--- src/rtl/pcm_voice_player_mixer_macros.svh ---
// ----------------------------------------------------------------------------
// PCM voice player assertion macros
// Shared concurrent assertion helpers, clocked on clk_i and idle in reset.
// ----------------------------------------------------------------------------
`ifndef PCM_VOICE_PLAYER_MIXER_MACROS_SVH
`define PCM_VOICE_PLAYER_MIXER_MACROS_SVH

// A property that must hold at every clock edge outside reset.
`define PVPM_ASSERT(lbl, prop) \
  lbl: assert property (@(posedge clk_i) disable iff (!rst_ni) prop) \
    else $error("pvpm assertion failed");

// A condition that must never be true outside reset.
`define PVPM_NEVER(lbl, cond) \
  lbl: assert property (@(posedge clk_i) disable iff (!rst_ni) !(cond)) \
    else $error("pvpm forbidden condition seen");

`endif

--- src/rtl/pvpm_ram.sv ---
// ----------------------------------------------------------------------------
// Generic simple dual-port RAM
// One write and one read port, read data registered.
// ----------------------------------------------------------------------------
module pvpm_ram #(
  parameter int unsigned Width = 8,
  parameter int unsigned Depth = 16
) (
  input  logic                     clk_i,
  input  logic                     we_i,
  input  logic [$clog2(Depth)-1:0] waddr_i,
  input  logic [Width-1:0]         wdata_i,
  input  logic [$clog2(Depth)-1:0] raddr_i,
  output logic [Width-1:0]         rdata_o
);

  logic [Width-1:0] mem_q [Depth];
  logic [Width-1:0] rdata_q;

  always_ff @(posedge clk_i) begin
    if (we_i) begin
      mem_q[waddr_i] <= wdata_i;
    end
    rdata_q <= mem_q[raddr_i];
  end

  assign rdata_o = rdata_q;

endmodule

--- config.mk ---
export PLATFORM = sky130hd
export DESIGN_NAME = pvpm_ram
export DESIGN_NICKNAME = d
export VERILOG_FILES = /design/src/rtl/pcm_voice_player_mixer_macros.svh /design/src/rtl/pvpm_ram.sv
export SDC_FILE = /design/constraint.sdc
export NUM_CORES = 1
export LEC_CHECK = 0
export BUFFER_PORTS_ARGS = -buffer_cell sky130_fd_sc_hd__buf_2
export CAP_MARGIN = 10
export CORE_UTILIZATION = 54
export DETAILED_ROUTE_END_ITERATION = 6
export GPL_TIMING_DRIVEN = 0
export HOLD_SLACK_MARGIN = 0.1
export PLACE_DENSITY = 0.78
export SLEW_MARGIN = 20
export SYNTH_ARGS = -nofsm -noshare
export SYNTH_HDL_FRONTEND = slang
export SYNTH_SLANG_ARGS = --single-unit
--- constraint.sdc ---
create_clock -name clk_i -period 1.8 [get_ports clk_i]
set_clock_uncertainty 0.1 [all_clocks]
set_input_delay 0.18 -clock clk_i [delete_from_list [all_inputs] [get_ports clk_i]]
set_output_delay 0.18 -clock clk_i [all_outputs]
set_load 0.005 [all_outputs]
==> results of run 1 <==
## logic make-up (layout without fill, tap and decap cells)
kind of cell,Yosys count,in the layout,synth area share [%]
DFF,136,136,77.8
and+or+nand+nor,35,35,3.18
muxes,32,32,15.0
AOI/OAI and AO/OA,16,16,2.33
buffers and inverters,10,80,1.68
## registers in the layout, summed over array words and instances (netlist names)
name,cells
mem_q,128
rdata_o,8
## report_power, final
part           total (mW)  internal [mW]  leakage (nW)  switching, mW
logic               0.361          0.161         0.579          0.200
registers            3.56           3.54          1.22         0.0171
clock network        3.70           2.46         0.309           1.24
total                7.62           6.16          2.11           1.46
## final cells by class
| type | instances | share of cell area (%) |
|---|---|---|
| Multi-Input combinational cell | 83 | 17.3 |
| Timing Repair Buffer | 38 | 4.17 |
| Tap cell | 129 | 2.59 |
| Buffer | 10 | 1.44 |
| Clock inverter | 12 | 3.15 |
| Sequential cell | 136 | 64.2 |
| Clock buffer | 20 | 7.14 |
## layer usage
metal / wire length [um] / vias to the layer above / GRT usage, % / share of wire (%)
met3: 568 / 19 / 5.13 / 5.7
met4: 141 / 0 / 7.81 / 1.4
met2: 5150 / 106 / 36.3 / 52
met5: 0 / - / 0 / 0
li1: - / 1087 / - / -
met1: 4130 / 1297 / 30.5 / 41
## worst max-delay path by stage
stage                     startpoint      endpoint  slack [ns]  cells after the start
after global placement    waddr_i[2]   mem_q[0][4]       -0.50                      3
final                     raddr_i[0]    rdata_o[2]        0.05                      6
after detailed placement  waddr_i[2]   mem_q[2][4]       -0.16                      3
after CTS                 waddr_i[0]  mem_q[12][6]       0.005                      3
after global routing      raddr_i[0]    rdata_o[2]       0.009                      6
after floorplan           waddr_i[2]   mem_q[0][0]        0.03                      2
## critical path: stages
cell and delay (ns):
dlygate4sd3_1 0.55, buf_6 0.14, buf_6 0.19, mux4_1 0.65, a22oi_1 0.27, nand2_1 0.08
## Yosys cell counts
library cell / count / area (um2)
edfxtp_1: 128 / 3840
mux4_2: 18 / 405
a22oi_1: 16 / 120
mux4_1: 14 / 368
nor2_1: 13 / 48.8
nand2_1: 9 / 33.8
dfxtp_1: 8 / 160
nor3_1: 4 / 20.0
buf_2: 3 / 15.0
buf_6: 3 / 33.8
clkdlybuf4s25_2: 3 / 30.0
nand2b_1: 2 / 12.5
nand3b_1: 2 / 15.0
and2_1: 1 / 6.26
and2b_1: 1 / 7.51
buf_4: 1 / 7.51
nand3_1: 1 / 5.00
nor2b_1: 1 / 6.26
or3b_2: 1 / 8.76
## what timing repair did
action,4_1_cts,5_1_grt
hold buffers,13,1
gates resized for setup,0,1
endpoints found under the hold margin,153,8
setup endpoints to repair,0,1
## through the flow
| stage | cell area [um2] | std cells | setup WS (ns) | hold slack [ns] | utilization (%) |
|---|---|---|---|---|---|
| 2_1_floorplan | 5150 | 229 | 0.0271 | 0.179 | - |
| 3_3_place_gp | 5430 | 382 | -0.502 | 0.456 | 58.8 |
| 3_5_place_dp | 5440 | 382 | -0.157 | 0.458 | 58.9 |
| 4_1_cts | 6220 | 427 | 0.00542 | 0.104 | 67.3 |
| 5_1_grt | 6230 | 428 | 0.00949 | 0.172 | 67.5 |
| 6_report | 6230 | 428 | 0.0492 | 0.131 | 67.5 |
==> flow_metrics.tcl, run 1 <==
set metrics [dict create \
    outcome "finished, final reports clean" \
    mostFrequentLayoutCells "edfxtp_1, buf_2, mux4_2" \
    dp_hpwl_um 5910 \
    hp-class "input pin to register" \
    clk_latency_ns 0.51 \
    multi_input_area_um2 1080 \
    numCtsBuffers 17 \
    r2r_cells 3 \
    syn_inst 229 \
    tritoncts "done" \
    holdPathStages 4 \
    seq_area_um2 4000 \
    setup-violations-final 0 \
    fmax_ghz 0.571 \
    slew_headroom_pct 43.8 \
    grt.total_usage_pct 22.4 \
    r2r-end "rdata_o[0]" \
    critPathKind "input pin to register" \
    rsz0062_at_grt "no" \
    syn-cell-area_um2 5150 \
    fp-row-count 35 \
    antenna_found_initial 0 \
    finalSetupTns_ns 0 \
    power_mw 7.62 \
    port_buffers 24 \
    peakVddDrop_uv 774 \
    yosysWarnings 0 \
    coreArea_um2 9240 \
    tightest_slew_ns 0.841 \
    drc 0 \
    path_max_fanout 10 \
    ant_nets 0 \
    p_leak_nw 2.11 \
    hold_violations 0 \
    dr.pass1.iters 4 \
    critPathCaptureType "register" \
    layout_commonest_cell "edfxtp_1" \
    cp.required_ns 2.10 \
    via_count 2509 \
    die_w_um 99.6 \
    htreeDepth 4 \
    min_period_ns 1.75 \
    maxCapViolations 0 \
    post_drt_wl_per_cell_um 23.3 \
    crit_arrival_ns 2.05 \
    start_util_pct 55.7 \
    ys_ff_latch 136 \
    grt_pass1_vias 2545 \
    clock_tree.root_cell "clkbuf_8" \
    synth_nets 247 \
    post_cts_buffers 0 \
    path_clk_slew_ns 0.06 \
    hold_path_end "rdata_o[7]" \
    power_density_nw_per_um2 1220 \
    die-area_um2 9930 \
    grt_overflow 0 \
    vias_per_cell 5.86 \
    io_pins 26 \
    grt_max_degree 17 \
    hp-start "raddr_i[3]" \
    die_h_um 99.6 \
    start_kind "input pin" \
    grt_first_pass_wirelength_um 15000 \
    routed_wl_um 9990 \
    cts_max_path_buffers 2 \
    drive_gt1_share_pct 29.1 \
    syn_to_final_growth_pct 21.1 \
    drt-initial-drc-count 283 \
    worst-r2r-setup-slack_ns 0.28 \
    n_fill_cell 566 \
    r2r_start "mem_q[2][0]" \
    place_congestion 0.727 \
    cts_sinks 136 \
    diodes 0 \
    period_share_pct 97.3 \
    final_max_slew_viol_count 0 \
    synthDistinctLibCells 19 \
    synth_area_per_cell_um2 22.5 \
    finish.net_count 304 \
    ys_seq_area_share_pct 77.8 \
]
Note: power is estimated with default switching activity, not from simulation.
==> run 2, diff against run 1 <==
==> constraint.sdc (replaced) <==
create_clock -name clk_i -period 1.8 [get_ports clk_i]
set_clock_uncertainty 0.1 [all_clocks]
set_input_delay 0 -clock clk_i [delete_from_list [all_inputs] [get_ports clk_i]]
set_output_delay 0 -clock clk_i [all_outputs]
set_load 0.005 [all_outputs]
==> flow_metrics.tcl, run 2 (synthesized netlist as in run 1, its figures left out) <==
set metrics [dict create \
    regMostFlops "mem_q" \
    vias_per_cell 5.80 \
    period_share_pct 102 \
    largest_register_ffs 128 \
    die-area_um2 9930 \
    die_h_um 99.6 \
    power_mw 7.63 \
    finalWorstSetupSlack_ns -0.0298 \
    htreeDepth 4 \
    grt_first_pass_wirelength_um 15100 \
    coreArea_um2 9240 \
    port_buffers 24 \
    r2r_cells 3 \
    drc 0 \
    dr.pass1.iters 5 \
    start_kind "input pin" \
    cts_max_path_buffers 2 \
    hold_violations 0 \
    clk_latency_ns 0.52 \
    path_max_fanout 8 \
    grt.total_usage_pct 22.6 \
    rsz0062_at_grt "yes" \
    fin_cells 432 \
    finish.net_count 308 \
    p_int_mw 6.17 \
    fin_util_pct 67.9 \
    p_leak_nw 2.13 \
    switching_share_pct 19.2 \
    grt_max_degree 17 \
    maxCapViolations 0 \
    routed_wl_um 10000 \
    diodes 0 \
    placedInstanceArea_um2 5440 \
    layout_commonest_cell "edfxtp_1" \
    min_period_ns 1.83 \
    cts_sinks 136 \
    crit_arrival_ns 1.87 \
    numCtsBuffers 17 \
    final_max_slew_viol_count 0 \
    outcome "complete, but fails checks" \
    p_sw_mw 1.46 \
    dp_cells 382 \
    clockPowerShare_pct 48.5 \
    grt_pass1_vias 2574 \
    place_congestion 0.727 \
    ant_nets 0 \
    worst-r2r-setup-slack_ns 0.28 \
    hp-class "input pin to register" \
    tightest_slew_ns 0.804 \
    mostFrequentLayoutCells "edfxtp_1, buf_2, mux4_2, dlygate4sd3_1" \
    drt-initial-drc-count 310 \
    die_w_um 99.6 \
    hold_path_end "mem_q[5][6]" \
    drive_gt1_share_pct 29.0 \
    seqPwrFrac_pct 46.7 \
    path_clk_slew_ns 0.06 \
    fmax_ghz 0.547 \
    cp.required_ns 1.84 \
    setup-violations-final 8 \
    violations "setup timing" \
    tritoncts "done" \
    r2r_start "mem_q[5][2]" \
    io_pins 26 \
    hp-start "wdata_i[6]" \
    post_cts_buffers 0 \
    syn_to_final_growth_pct 21.9 \
    r2r-end "rdata_o[2]" \
    fp-row-count 35 \
    final_area_um2 6270 \
    via_count 2506 \
    critPathCaptureType "register" \
    start_util_pct 55.7 \
    power_density_nw_per_um2 1220 \
    antenna_found_initial 0 \
    combPwrFrac_pct 4.8 \
    grt_overflow 0 \
    peakVddDrop_uv 777 \
    critPathKind "input pin to register" \
    dp_hpwl_um 5910 \
    slew_headroom_pct 46.2 \
    clock_tree.root_cell "clkbuf_8" \
    holdPathStages 2 \
    post_drt_wl_per_cell_um 23.2 \
]
-- run 2: cell count changes in the layout (fill, tap and decap cells not counted) --
cell | before | now
dlygate4sd3_1 | 14 | 18
buf_4 | 0 | 1
buf_6 | 4 | 3
nor2_1 | 13 | 12
nor2_2 | 0 | 1
-- run 2: power by group through the flow --
stage | clock, mW | sequential (mW) | combinational (mW)
after floorplan | 0 | 3.62 | 0.180
after global placement | 0 | 3.62 | 0.321
after detailed placement | 0 | 3.62 | 0.333
after CTS | 3.73 | 3.56 | 0.370
after global routing | 3.88 | 3.56 | 0.395
final | 3.70 | 3.56 | 0.367
-- run 2: worst max-delay path by stage --
stage          startpoint          end  slack, ns  cells past startpoint
3_3_place_gp   waddr_i[2]  mem_q[0][4]      -0.32                      3
3_5_place_dp   waddr_i[2]  mem_q[2][4]       0.02                      3
6_report       waddr_i[2]  mem_q[2][4]      -0.03                      4
4_1_cts        waddr_i[2]  mem_q[2][4]       0.02                      4
5_1_grt        waddr_i[2]  mem_q[2][4]      -0.04                      4
2_1_floorplan  waddr_i[2]  mem_q[0][0]       0.21                      2
-- run 2: area by class of cell --
class	instances	area, um2
Sequential cell	136	4000
Fill cell	564	2970
Multi-Input combinational cell	83	1080
Clock buffer	20	445
Timing Repair Buffer	42	300
Clock inverter	12	196
Tap cell	129	161
Buffer	10	86.3
-- run 2: stage by stage --
step	TNS (ns)	hold slack, ns	worst slack [ns]
after floorplan	0	-0.00113	0.207
after global placement	-2.88	0.276	-0.322
after CTS	0	0.323	0.0193
after detailed placement	0	0.278	0.0231
after global routing	-0.656	0.333	-0.0375
final	-0.219	0.336	-0.0298
-- run 2: critical path: stages --
cell	delay, ns
dlygate4sd3_1	0.53
buf_2	0.14
or3b_2	0.55
nor2_1	0.65
-- run 2: repair_timing --
item,in CTS,in global routing
hold endpoints to repair,216,0
hold buffers,18,0
resized for setup,0,1
setup endpoints to repair,0,32
-- run 2: metal layers --
layer | track usage, % | wire length (um) | share of wire (%) | up-vias
met5 | 0 | 0 | 0 | -
met4 | 7.81 | 60 | 0.60 | 0
met3 | 5.13 | 629 | 6.3 | 9
met2 | 36.8 | 5280 | 53 | 117
met1 | 30.5 | 4050 | 40 | 1285
li1 | - | - | - | 1095
==> run 3, diff against run 2 <==
--- a/config.mk
+++ b/config.mk
@@ -11,7 +11,7 @@
 export DETAILED_ROUTE_END_ITERATION = 6
 export GPL_TIMING_DRIVEN = 0
 export HOLD_SLACK_MARGIN = 0.1
-export PLACE_DENSITY = 0.78
+export PLACE_DENSITY = 0.74
 export SLEW_MARGIN = 20
 export SYNTH_ARGS = -nofsm -noshare
 export SYNTH_HDL_FRONTEND = slang
==> flow_metrics.tcl, run 3 (synthesized netlist as in run 1, its figures left out) <==
set metrics [dict create \
    grt_pass1_vias 2411 \
    period_share_pct 90.6 \
    cp.required_ns 1.85 \
    fp-row-count 35 \
    tritoncts "done" \
    port_buffers 24 \
    fmax_ghz 0.613 \
    antenna_found_initial 0 \
    rsz0062_at_grt "no" \
    path_max_fanout 8 \
    cp_top_family "simple AND/OR/NAND/NOR gates" \
    drc 0 \
    start_util_pct 55.7 \
    finish.net_count 308 \
    r2r_start "mem_q[5][0]" \
    peakVddDrop_uv 849 \
    post_drt_wl_per_cell_um 22.7 \
    cts_max_path_buffers 2 \
    grt_max_degree 17 \
    critPathSlowestCell "or3b_2" \
    min_period_ns 1.63 \
    drive_gt1_share_pct 29.7 \
    outcome "finished, final reports clean" \
    vias_per_cell 5.73 \
    coreArea_um2 9240 \
    drt-initial-drc-count 296 \
    mostFrequentLayoutCells "edfxtp_1, buf_2, mux4_2, dlygate4sd3_1" \
    grt.total_usage_pct 22.0 \
    ant_nets 0 \
    syn_to_final_growth_pct 21.9 \
    routed_wl_um 9820 \
    hold_violations 0 \
    power_density_nw_per_um2 1210 \
    die_w_um 99.6 \
    crit_buf_inv 2 \
    io_pins 26 \
    hp-start "wdata_i[6]" \
    regMostFlops "mem_q" \
    slew_headroom_pct 47.9 \
    clock_tree.root_cell "clkbuf_8" \
    layout_commonest_cell "edfxtp_1" \
    dp_hpwl_um 5750 \
    dp_slack_ns 0.0125 \
    critPathCaptureType "register" \
    max_stage_delay_ns 0.57 \
    post_cts_buffers 0 \
    place_congestion 0.703 \
    critical_path.cell_chain "dlygate4sd3_1, buf_2, or3b_2, nor2_2" \
    via_count 2475 \
    maxCapViolations 0 \
    hp-class "input pin to register" \
    largest_register_ffs 128 \
    final_max_slew_viol_count 0 \
    cts_sinks 136 \
    grt_overflow 0 \
    numCtsBuffers 17 \
    critPathKind "input pin to register" \
    p_leak_nw 2.13 \
    setup-violations-final 0 \
    grt_first_pass_wirelength_um 14600 \
    start_kind "input pin" \
    clk_latency_ns 0.51 \
    die-area_um2 9930 \
    finalSetupTns_ns 0 \
    dr.pass1.iters 5 \
    tightest_slew_ns 0.778 \
    htreeDepth 4 \
    crit_arrival_ns 1.68 \
    diodes 0 \
    die_h_um 99.6 \
    startpoint "waddr_i[2]" \
    finalWorstSetupSlack_ns 0.169 \
    path_clk_slew_ns 0.06 \
]
[run 3: path summary, 6_finish.rpt]
check	depth (start not counted)	endpoint	slack, ns
worst max register to register	3	rdata_o[0]	0.31
worst min-delay path	2	mem_q[6][6]	0.34
worst min register to register	3	rdata_o[7]	0.59
worst max-delay path	4	mem_q[1][0]	0.17
[run 3: layout make-up]
class / instances / area, um2
Clock buffer: 20 / 435
Multi-Input combinational cell: 83 / 1090
Fill cell: 578 / 2960
Sequential cell: 136 / 4000
Tap cell: 129 / 161
Buffer: 10 / 86.3
Clock inverter: 12 / 199
Timing Repair Buffer: 42 / 300
[run 3: metal layers]
layer  vias up  GRT usage [%]  part of all wire (%)
met5         -              0                     0
met1      1288           31.1                    46
met2        79           32.6                    48
met4         0           7.81                   1.2
li1       1096              -                     -
met3        12           7.17                   4.9
[run 3: worst reg2reg max path, delay by kind of cell (launching register included)]
| family | cells | cell delay [ns] |
|---|---|---|
| AOI/OAI and AO/OA | 1 | 0.28 |
| DFF | 1 | 0.36 |
| muxes | 1 | 0.55 |
| and+or+nand+nor | 1 | 0.08 |
[run 3: through the flow]
| stage | hold slack [ns] | utilization [%] | cell area, um2 | total power, mW | instances |
|---|---|---|---|---|---|
| 2_1_floorplan | -0.00113 | - | 5150 | 3.80 | 229 |
| 3_3_place_gp | 0.276 | 58.8 | 5430 | 3.94 | 382 |
| 3_5_place_dp | 0.278 | 58.9 | 5440 | 3.96 | 382 |
| 4_1_cts | -0.0246 | 67.6 | 6250 | 7.61 | 431 |
| 5_1_grt | 0.334 | 67.9 | 6280 | 7.78 | 432 |
| 6_report | 0.343 | 67.9 | 6280 | 7.58 | 432 |
[run 3: what timing repair did]
action | CTS | global route
hold buffers | 17 | 1
setup endpoints to repair | 0 | 24
gates resized for setup | 0 | 4
endpoints found under the hold margin | 240 | 56
[run 3: power by group]
group	internal (mW)	switching, mW
combinational	0.166	0.200
clock	2.42	1.23
sequential	3.54	0.0170
total	6.13	1.45
